## config.mk

```make
export PLATFORM = sky130hd
export DESIGN_NAME = cfr_ram
export DESIGN_NICKNAME = d
export VERILOG_FILES = /design/src/sv/cfr_ram.sv
export SDC_FILE = /design/constraint.sdc
export NUM_CORES = 2
export LEC_CHECK = 0
export BUFFER_PORTS_ARGS = -buffer_cell sky130_fd_sc_hd__buf_2
export CAP_MARGIN = 20
export CELL_PAD_IN_SITES_DETAIL_PLACEMENT = 0
export CELL_PAD_IN_SITES_GLOBAL_PLACEMENT = 2
export CORE_UTILIZATION = 57
export CTS_BUF_LIST = sky130_fd_sc_hd__clkbuf_4 sky130_fd_sc_hd__clkbuf_8
export DETAILED_ROUTE_END_ITERATION = 6
export GPL_ROUTABILITY_DRIVEN = 0
export PLACE_DENSITY = 0.95
export SLEW_MARGIN = 25
export SYNTH_ARGS = -nofsm -noshare
export SYNTH_HDL_FRONTEND = slang
export SYNTH_SLANG_ARGS = --single-unit
```

## constraint.sdc

```tcl
create_clock -name clk -period 8.2 [get_ports clk]
set_input_delay 1.64 -clock clk [delete_from_list [all_inputs] [get_ports clk]]
set_output_delay 1.64 -clock clk [all_outputs]
set_load 0.01 [all_outputs]
```

## src/sv/cfr_ram.sv

```systemverilog
// ----------------------------------------------------------------------------
// cfr_ram
// Generic single-port RAM with registered read.
// ----------------------------------------------------------------------------
module cfr_ram #(
	parameter int Width = 8,
	parameter int Depth = 256
) (
	input  logic                     clk,
	input  logic                     we,
	input  logic [$clog2(Depth)-1:0] addr,
	input  logic [Width-1:0]         wdata,
	output logic [Width-1:0]         rdata
);

	logic [Width-1:0] mem [Depth];

	always_ff @(posedge clk) begin
		if (we) begin
			mem[addr] <= wdata;
		end
		rdata <= mem[addr];
	end

endmodule

```

==> flow_summary.ini <==
[finish]
final_core_util_pct = 64.0
fin_nets = 3781
postLayoutCellArea_sq_um = 87000
drive_gt1_share_pct = 28.7
final-instance-count-excl-fill = 5764
area_delta_synth_final_pct = 10.8

[pwr]
ir_worst_vdd_v = 0.000211
p_per_area_nw_per_um2 = 240
cellLeakagePower_nw = 26.6

[clock_tree]
clock_latency_ns = 0.98
htree_levels = 5
cts_sinks = 2056
numCtsBuffers = 329
cts.hold.buffers_added = 0
cts_resized = 0
root_buffer = clkbuf_8
cts_buffer_depth = 4
cts_tree = yes
post-cts-setup-buffers = 0
clk_pin_slew_ns = 0.06

[routing]
via_per_inst = 6.65
totalWireLength_um = 180000
drt-initial-drc-count = 5245
drtPass1Iterations = 5
antenna_left = 0
via_count = 38300
wl_per_cell_um = 31.3
drc_errors = 0

[setup_path]
criticalPathCategory = primary input to register
crit_path_max_fanout = 73
startpoint_type = primary input
end_kind = register
critPathArrivalTime_ns = 5.58
crit_required_ns = 9.00

[yosys]
syn_avg_cell_area_sq_um = 22.1
netlist-cell-type-count = 22
synth_area_sq_um = 78500
syn_nets = 3565
yosys_register_bits = 2056
ys_seq_area_share_pct = 78.6
ys_warn_count = 0
netlist_instances = 3547

[timing]
tightest_slew_ns = 1.12
finalClockSkew_ns = 0.0627
whs_ns = 0.935
slew_viol_final = 0
hold_viol_final = 0
fmax_ghz = 0.210
setup-tns-final_ns = 0
setup-violations-final = 0
max_slew_margin_pct = 24.3
fin_crit_sh_pct = 58.2
period_needed_ns = 4.77
rsz0062_at_grt = no

[global_route]
grt_pass1_vias = 38700
grtUsageTotal_pct = 26.2
grt_pass1_wl_um = 262000
antenna_found_initial = 8
grt_max_degree = 170
overflow = 0

[die]
num_io_pins = 26
fp.dieH_um = 373
rows = 135
core_area_sq_um = 136000
initial_utilization_pct = 57.7
die_area_sq_um = 139000
die_w_um = 373

[placement]
port_buffers = 25
post_dp_cell_area_sq_um = 80800
dpl.hpwl_um = 104000
place_inst = 5213

[min_path]
hold_path.class = register to register

[job]
drv_cap = 0

[outcome]
status = finished, final reports clean
==> registers in the layout, summed over array words and instances (netlist names) <==
register,count
mem,2048
rdata,8
==> power breakdown <==
group	switching, W	internal (W)
sequential	0.0000188	0.0116
combinational	0.000615	0.000317
clock	0.00379	0.00454
==> synth_stat cells, drive strengths merged <==
| cell type | count | share of area [%] |
|---|---|---|
| and2 | 3 | 0.024 |
| nor3 | 30 | 0.19 |
| mux4 | 512 | 15 |
| buf | 87 | 0.70 |
| nor2b | 7 | 0.056 |
| clkbuf | 145 | 0.69 |
| inv | 1 | 0.0048 |
| or2 | 2 | 0.016 |
| a22oi | 256 | 2.4 |
| a21oi | 128 | 0.82 |
| or3 | 1 | 0.0080 |
| nand3 | 13 | 0.083 |
| nand2b | 6 | 0.048 |
| edfxtp | 2048 | 78 |
| nand2 | 28 | 0.13 |
| o41ai | 32 | 0.36 |
| nand4 | 8 | 0.064 |
| dfxtp | 8 | 0.20 |
| nor2 | 232 | 1.1 |
==> cell usage in the layout, fill, tap and decap left out <==
cell / netlist / layout
inv_1: 1 / 1
o41ai_1: 32 / 19
edfxtp_1: 2048 / 2048
clkinv_1: 0 / 73
nor2_2: 0 / 1
clkinv_2: 0 / 27
diode_2: 0 / 1
nand4_1: 8 / 8
nor3_1: 30 / 17
nand2_1: 28 / 28
buf_4: 16 / 80
buf_8: 0 / 2
nor3_2: 0 / 13
buf_12: 0 / 9
buf_6: 16 / 3
and2_1: 3 / 2
a21oi_1: 128 / 128
or3_1: 1 / 1
nor2_4: 0 / 1
dfxtp_1: 8 / 8
buf_2: 36 / 15
or2_2: 2 / 2
clkinvlp_4: 0 / 6
o41ai_2: 0 / 13
nor2_1: 232 / 230
nand2b_2: 0 / 2
bufinv_16: 0 / 10
clkbuf_8: 0 / 345
nand3_1: 13 / 13
and2_4: 0 / 1
a22oi_1: 256 / 256
nand2b_1: 6 / 4
nor2b_4: 0 / 2
mux4_2: 512 / 512
clkbuf_4: 0 / 97
nor2b_1: 7 / 5
==> layout make-up <==
class,instances,area (sq um)
fillers,8536,49000
inverters,1,3.75
diodes,1,2.50
flip-flops and latches,2056,61700
clock buffers,434,5370
multi-input cells,1258,15900
clock inverters,116,754
well taps,1781,2230
repair buffers,117,1030
==> per-layer routing <==
layer	track usage [%]	wire length, um	vias to the layer above
met3	7.19	22100	371
met2	39.4	85100	2457
met1	37.4	67700	20000
met4	8.90	5130	10
met5	0	63	-
li1	-	-	15500
==> worst paths after layout <==
kind,startpoint,end,slack [ns],depth (start not counted)
hold reg to reg,mem[179][0],rdata[0],0.93,5
setup reg to reg,mem[232][7],rdata[7],5.44,5
setup / recovery,addr[0],rdata[0],3.43,8
hold / removal,mem[179][0],rdata[0],0.93,5
==> metrics by stage <==
stage                     setup slack [ns]  total power [W]
after floorplan                       4.34           0.0123
after global placement                2.12           0.0127
after detailed placement              2.30           0.0128
after CTS                             3.36           0.0210
after global routing                  3.32           0.0214
final                                 3.43           0.0209
==> cells by family (layout without fill, tap and decap cells) <==
logic type	Yosys count	after routing	share of synthesized area (%)
flip-flops	2056	2056	78.6
multiplexers	512	512	14.7
AO/OA/AOI/OAI	416	416	3.62
AND/OR/NAND/NOR	330	330	1.73
buffers and inverters	233	668	1.40
other	0	1	0
==> worst max-delay path: stages <==
cell,delay [ns]
buf_8,0.38
buf_12,0.51
buf_4,0.63
mux4_2,0.58
a22oi_1,0.29
a21oi_1,0.18
o41ai_1,0.96
nand4_1,0.17
No activity file was read; power rests on OpenSTA's default activity.
