`config.mk`:
```
export PLATFORM = sky130hd
export DESIGN_NAME = cfr_cell
export DESIGN_NICKNAME = d
export VERILOG_FILES = /design/src/sv/cfr_pkg.sv /design/src/sv/cfr_cell.sv
export SDC_FILE = /design/constraint.sdc
export NUM_CORES = 1
export LEC_CHECK = 0
export BUFFER_PORTS_ARGS = -buffer_cell sky130_fd_sc_hd__clkbuf_2
export CORE_AREA = 2 2 39 41
export CTS_CLUSTER_DIAMETER = 80
export CTS_CLUSTER_SIZE = 28
export DETAILED_ROUTE_END_ITERATION = 6
export DIE_AREA = 0 0 41 43
export SETUP_SLACK_MARGIN = 0.15
export SYNTH_ARGS = -nofsm -noshare
export SYNTH_HDL_FRONTEND = slang
export SYNTH_SLANG_ARGS = --single-unit
```
`constraint.sdc`:
```
create_clock -name clk -period 0.8 [get_ports clk]
set_input_delay 0.08 -clock clk [delete_from_list [all_inputs] [get_ports clk]]
set_output_delay 0.08 -clock clk [all_outputs]
set_load 0.005 [all_outputs]
```
`src/sv/cfr_pkg.sv`:
```
// ----------------------------------------------------------------------------
// cfr_pkg
// Shared constants and types for the clock frame replacer.
// ----------------------------------------------------------------------------
package cfr_pkg;

	localparam int Frames = 256;
	localparam int FrameW = $clog2(Frames);
	localparam int CountW = FrameW + 1;
	localparam int ProcW = 6;
	localparam int PageW = 8;

	localparam logic ReqAccess = 1'b0;
	localparam logic ReqFault = 1'b1;

	typedef enum logic [2:0] {
		ST_IDLE,
		ST_FREE,
		ST_SWEEP,
		ST_READ,
		ST_DONE
	} state_t;

	// broadcast from the controller to every cell
	typedef struct packed {
		logic [FrameW-1:0] sel;
		logic mark;
		logic mark_dirty;
		logic clr_ref;
		logic take;
		logic take_ref;
	} cell_ctl_t;

endpackage

```
`src/sv/cfr_cell.sv`:
```
// ----------------------------------------------------------------------------
// cfr_cell
// One frame's used, referenced and dirty bits; passes a free-search token on.
// ----------------------------------------------------------------------------
module cfr_cell (
	input  cfr_pkg::cell_ctl_t         ctl,
	input  logic                       clk,
	input  logic                       arst_n,
	input  logic [cfr_pkg::FrameW-1:0] idx,
	input  logic                       in_range,
	input  logic                       free_in,
	output logic                       free_out,
	output logic                       ref_bit,
	output logic                       dirty
);

	logic used_q, ref_q, dirty_q, hit;

	assign hit = (ctl.sel == idx);
	// free_in high means no lower frame is free
	assign free_out = free_in & (used_q | ~in_range);
	assign ref_bit = ref_q;
	assign dirty = dirty_q;

	always_ff @(posedge clk or negedge arst_n) begin
		if (!arst_n) begin
			used_q <= 1'b0;
			ref_q <= 1'b0;
			dirty_q <= 1'b0;
		end else if (hit) begin
			if (ctl.take) begin
				used_q <= 1'b1;
				ref_q <= ctl.take_ref;
				dirty_q <= 1'b0;
			end else if (ctl.mark) begin
				ref_q <= 1'b1;
				if (ctl.mark_dirty) begin
					dirty_q <= 1'b1;
				end
			end else if (ctl.clr_ref) begin
				ref_q <= 1'b0;
			end
		end
	end

endmodule

```
==> results of run 1 <==
[worst max-delay path: stages, from the launching register on]
cell and delay (ps):
dfrtp_1 390, nand2_1 70, o41ai_1 60, or3b_1 340
[flip-flops by register name (all words and copies together) (netlist names)]
signal and flops:
ref_bit 1, dirty 1, used_q 1
[final cells by class]
type	count	area [um^2]	share of cell area, %
multi-input cells	23	309	44.3
repair buffers	35	260	37.3
flip-flops and latches	3	75.1	10.8
clock buffers	4	26.3	3.76
well taps	16	20.0	2.87
inverters	2	7.51	1.08
[kinds of logic after synthesis]
group                     synth area share (%)
AOI/OAI and AO/OA                         14.9
xor gates and xnor gates                  27.7
DFF                                       29.7
and+or+nand+nor                           24.8
buffers and inverters                     2.97
[power by group]
group | internal, mW | total, mW | switching [mW]
Clock | 0.187 | 0.272 | 0.0844
Sequential | 0.166 | 0.174 | 0.00809
Combinational | 0.212 | 0.331 | 0.119
[what timing repair did]
action,4_1_cts,5_1_grt
resized for setup,7,25
setup buffers,2,1
endpoints found under the hold margin,3,0
hold buffers,1,0
pin swaps,10,9
setup endpoints to repair,6,6
[stage by stage]
stage,util (%),cells,cell area (um^2),hold WS [ps],total power [mW]
after floorplan,-,28,317,-216,0.278
after detailed placement,36.3,75,502,-114,0.393
final,50.5,83,698,166,0.777
after global routing,50.5,83,698,173,0.830
after global placement,36.3,75,502,-119,0.391
after CTS,42.0,82,581,168,0.711
[layout by cell type, fill, tap and decap left out, types with 2 or more instances in the layout]
cell / instances
clkbuf_2: 19
nand2_1: 3
inv_1: 2
buf_4: 4
clkbuf_4: 3
xnor2_4: 4
dfrtp_1: 3
buf_8: 2
xnor2_2: 4
buf_6: 8
[path summary, 6_finish.rpt]
check / from / end / slack, ps / cells after the start
worst min-delay path: ctl[1] / dirty / 170 / 3
worst min register to register: used_q / used_q / 540 / 2
worst max register to register: ref_bit / ref_bit / -180 / 3
min in group asynchronous: arst_n / used_q / 180 / 2
max in group asynchronous: arst_n / dirty / 500 / 2
worst max-delay path: ref_bit / ref_bit / -180 / 3
[per-layer routing]
layer	track usage, %	up-vias
li1	-	177
met1	10.1	148
met2	17.2	25
met3	1.57	0
met4	8.00	0
met5	0	-
==> flow_summary.yaml, run 1 <==
worst_setup_path:
  cp-start-kind: "flip-flop"
  arrival_ps: 1090
  worstSetupPathType: "flip-flop to flip-flop"
  critPathRequiredTime_ps: 910
  crit_path_end_kind: "flip-flop"
  worst-path-max-fanout: 3
detailed_routing:
  dr.pass1.iters: 4
  met1_length_um: 237
  vias: 350
  met3WireLength_um: 114
  ant_nets: 0
  wire_per_inst_um: 10.1
  vias_per_cell: 4.22
  drtIter0Drc: 2
  wl_met2_um: 484
  drt_wl_total_um: 835
  drcViolationCount: 0
  routed.top_layer: "met3"
floorplan:
  die_height_um: 43
  num_rows: 14
  die_x_um: 41
  die_area_um2: 1760
  core-area_um2: 1380
  ios: 28
  start_util_pct: 18.3
final_layout:
  area.growth.synth_to_final_pct: 176
  fillCellCount: 132
  layout-drive-gt1-share_pct: 74.6
  num_antenna_cells: 0
  fin_nets: 93
logic_synthesis:
  synth_cell_types: 13
  netlist_area_um2: 253
  yosysSeqAreaShare_pct: 29.7
  yosys-top-cells-area: "dfrtp_1 30%, xnor2_1 28%, nand4_2 9.9%"
  synth_edf_count: 0
  yosys.area.top_type_share_pct: 29.7
  synth_ff_type: "dfrtp_1"
  yosysTopAreaCell: "dfrtp_1"
  yosys_warnings: 0
  ys_async_sr_fraction_pct: 100
  ys_top_cells_by_count: "8 x xnor2_1, 3 x dfrtp_1, 3 x nand2_1"
  syn_inst: 28
  synth-seq-cells: 3
  syn_nets: 53
  avgSynthCellArea_um2: 9.03
  synthMostInstantiatedCell: "xnor2_1"
sta:
  fin_ws_ps: -176
  rsz0062_at_grt: "yes"
  finalCriticalPeriod_ps: 976
  setup-violations-final: 3
  relSlewSlack_pct: 82.8
  tightest_slew_ps: 255
  timing.final.crit_share_pct: 122
  finalHoldViolations: 0
  final.setup.tns_ps: -333
  skew_ps: 0
  slew_viol_final: 0
  fmax_mhz: 1020
clocking:
  clkTransAtPathRegs_ps: 40
  root_buffer: "clkbuf_4"
  clock_path_buffers: 2
  cts_sinks: 3
  cts_tree: "yes"
  numCtsBuffers: 3
  htree_levels: 1
  insertion_delay_ps: 230
pwr:
  leakage_nw: 0.347
  peakVddDrop_mv: 0.440
  p_per_area_nw_per_um2: 1110
outcome:
  violations: "setup timing"
  status: "finished, violations left"
global_routing:
  grt_pass1_vias: 322
  overflow: 0
  grt_usage_pct: 10.2
  antenna_found_initial: 0
  grt_max_degree: 5
  grt_first_pass_wirelength_um: 1150
min_path:
  min_path_type: "primary input to flip-flop"
place:
  dpl_worst_slack_ps: -329
  port-buffer-count: 27
  gp_congestion: 0.592
  hpwl_um: 600
flow_run:
  max-cap-violations: 0
No activity file was read; power rests on OpenSTA's default activity.
==> inputs of run 2 (changes only) <==
==> constraint.sdc (replaced) <==
create_clock -name clk -period 0.8 [get_ports clk]
set_input_delay 0.04 -clock clk [delete_from_list [all_inputs] [get_ports clk]]
set_output_delay 0.04 -clock clk [all_outputs]
set_load 0.005 [all_outputs]
==> run 2 against run 1 <==
Against the previous run:
- the run still ends with setup timing left
- first-iteration DRC count decreased by 50%
- sequential cell count stayed put
- worst setup slack worse by 57 ps
==> flow_summary.yaml, run 2 (synthesis results as in run 1) <==
outcome:
  status: "finished, violations left"
  violations: "setup timing"
worst_setup_path:
  rrSetupSlack_ps: -230
  r2r-end: "ref_bit"
  slowest_delay_ps: 390
  worstSetupPathType: "flip-flop to flip-flop"
  critPathBufInv: 0
  critPathRequiredTime_ps: 900
  cp-start-kind: "flip-flop"
  path_delay_family: "simple AND/OR/NAND/NOR gates"
  crit_slowest_cell: "dfrtp_1"
  path_depth: 3
  reg2regPathDepth: 3
  crit_path_end_kind: "flip-flop"
  worst-path-max-fanout: 3
  path_cells: "nand2_2 -> o41ai_2 -> or3b_1"
  arrival_ps: 1130
  rr_startpoint: "ref_bit"
final_layout:
  mostFrequentLayoutCell: "clkbuf_2"
  fin_nets: 91
  area.growth.synth_to_final_pct: 161
  num_antenna_cells: 0
  fin_util_pct: 47.7
  layout_common_cells: "19 x clkbuf_2, 7 x buf_6, 6 x xnor2_2"
  stdcell_area_um2: 661
  layout-drive-gt1-share_pct: 78.5
global_routing:
  grt_first_pass_wirelength_um: 1300
  overflow: 0
  grt_pass1_vias: 347
  antenna_found_initial: 0
  grt_usage_pct: 11.6
  grt_max_degree: 5
clocking:
  cts_sinks: 3
  insertion_delay_ps: 230
  htree_levels: 1
  cts_tree: "yes"
  clkTransAtPathRegs_ps: 40
  root_buffer: "clkbuf_4"
  numCtsBuffers: 3
  clock_path_buffers: 2
place:
  gp_congestion: 0.574
  hpwl_um: 591
  post_dp_cell_area_um2: 453
  dpl_worst_slack_ps: -293
  port-buffer-count: 27
pwr:
  leakage_nw: 0.332
  p_per_area_nw_per_um2: 1120
  finalPower_uw: 738
  peakVddDrop_mv: 0.441
flow_run:
  max-cap-violations: 0
floorplan:
  die_height_um: 43
  num_rows: 14
  start_util_pct: 18.3
  die_area_um2: 1760
  core-area_um2: 1380
  ios: 28
  die_x_um: 41
sta:
  finalHoldViolations: 0
  whs_ps: 146
  relSlewSlack_pct: 85.9
  fin_ws_ps: -234
  finalCriticalPeriod_ps: 1030
  fmax_mhz: 967
  setup-violations-final: 3
  skew_ps: 0
  slew_viol_final: 0
  timing.final.crit_share_pct: 129
  rsz0062_at_grt: "yes"
  tightest_slew_ps: 209
min_path:
  holdPathStages: 3
  holdCritStartpoint: "ctl[1]"
  hold_end: "dirty"
  min_path_type: "primary input to flip-flop"
detailed_routing:
  drtIter0Drc: 1
  wire_per_inst_um: 10.7
  dr.pass1.iters: 4
  drt_wl_total_um: 869
  ant_nets: 0
  vias_per_cell: 4.26
  vias: 345
  drcViolationCount: 0
run 2: cell types whose count changed in the layout (fill, tap and decap cells not counted), sizes merged:
cell | before | now
buf | 15 | 13
run 2: cell type report:
| class | instances | area (um^2) |
|---|---|---|
| clock buffer | 4 | 26.3 |
| multi-input combinational | 23 | 300 |
| sequential | 3 | 75.1 |
| timing repair buffer | 33 | 231 |
| inverter | 2 | 7.51 |
| fill | 134 | 723 |
| tap | 16 | 20.0 |
run 2: routing by layer:
layer | global-route usage [%] | share of wire, % | up-vias
li1 | - | - | 173
met1 | 9.35 | 33 | 155
met2 | 20.3 | 58 | 15
met3 | 6.28 | 7.5 | 2
met4 | 6.00 | 0.92 | 0
met5 | 0 | 0 | -
run 2: worst max path at each step:
stage                   end  startpoint
floorplan           ref_bit     ref_bit
global placement    ref_bit      idx[2]
detailed placement  ref_bit      idx[2]
CTS                 ref_bit     ref_bit
global route        ref_bit     ref_bit
finish              ref_bit     ref_bit
run 2: what timing repair did:
| item | CTS | global route |
|---|---|---|
| gates resized for setup | 10 | 25 |
| buffers inserted | 1 | 1 |
| pin swaps | 4 | 9 |
| hold buffers | 1 | 0 |
| endpoints found under the hold margin | 3 | 0 |
| setup endpoints to repair | 6 | 6 |
run 2: report_power, final:
group	total [mW]	switching (mW)	internal (mW)
logic	0.295	0.114	0.180
clock network	0.268	0.0806	0.187
registers	0.175	0.00927	0.166
run 2: worst reg2reg max path, stage by stage, from the launching register on:
cell,delay (ps)
dfrtp_1,390
nand2_2,80
o41ai_2,60
or3b_1,370
run 2: through the flow:
stage                     TNS, ps  instances
after CTS                    -311         80
after global routing         -479         81
after detailed placement     -693         74
after global placement       -628         74
final                        -326         81
after floorplan              -154         28
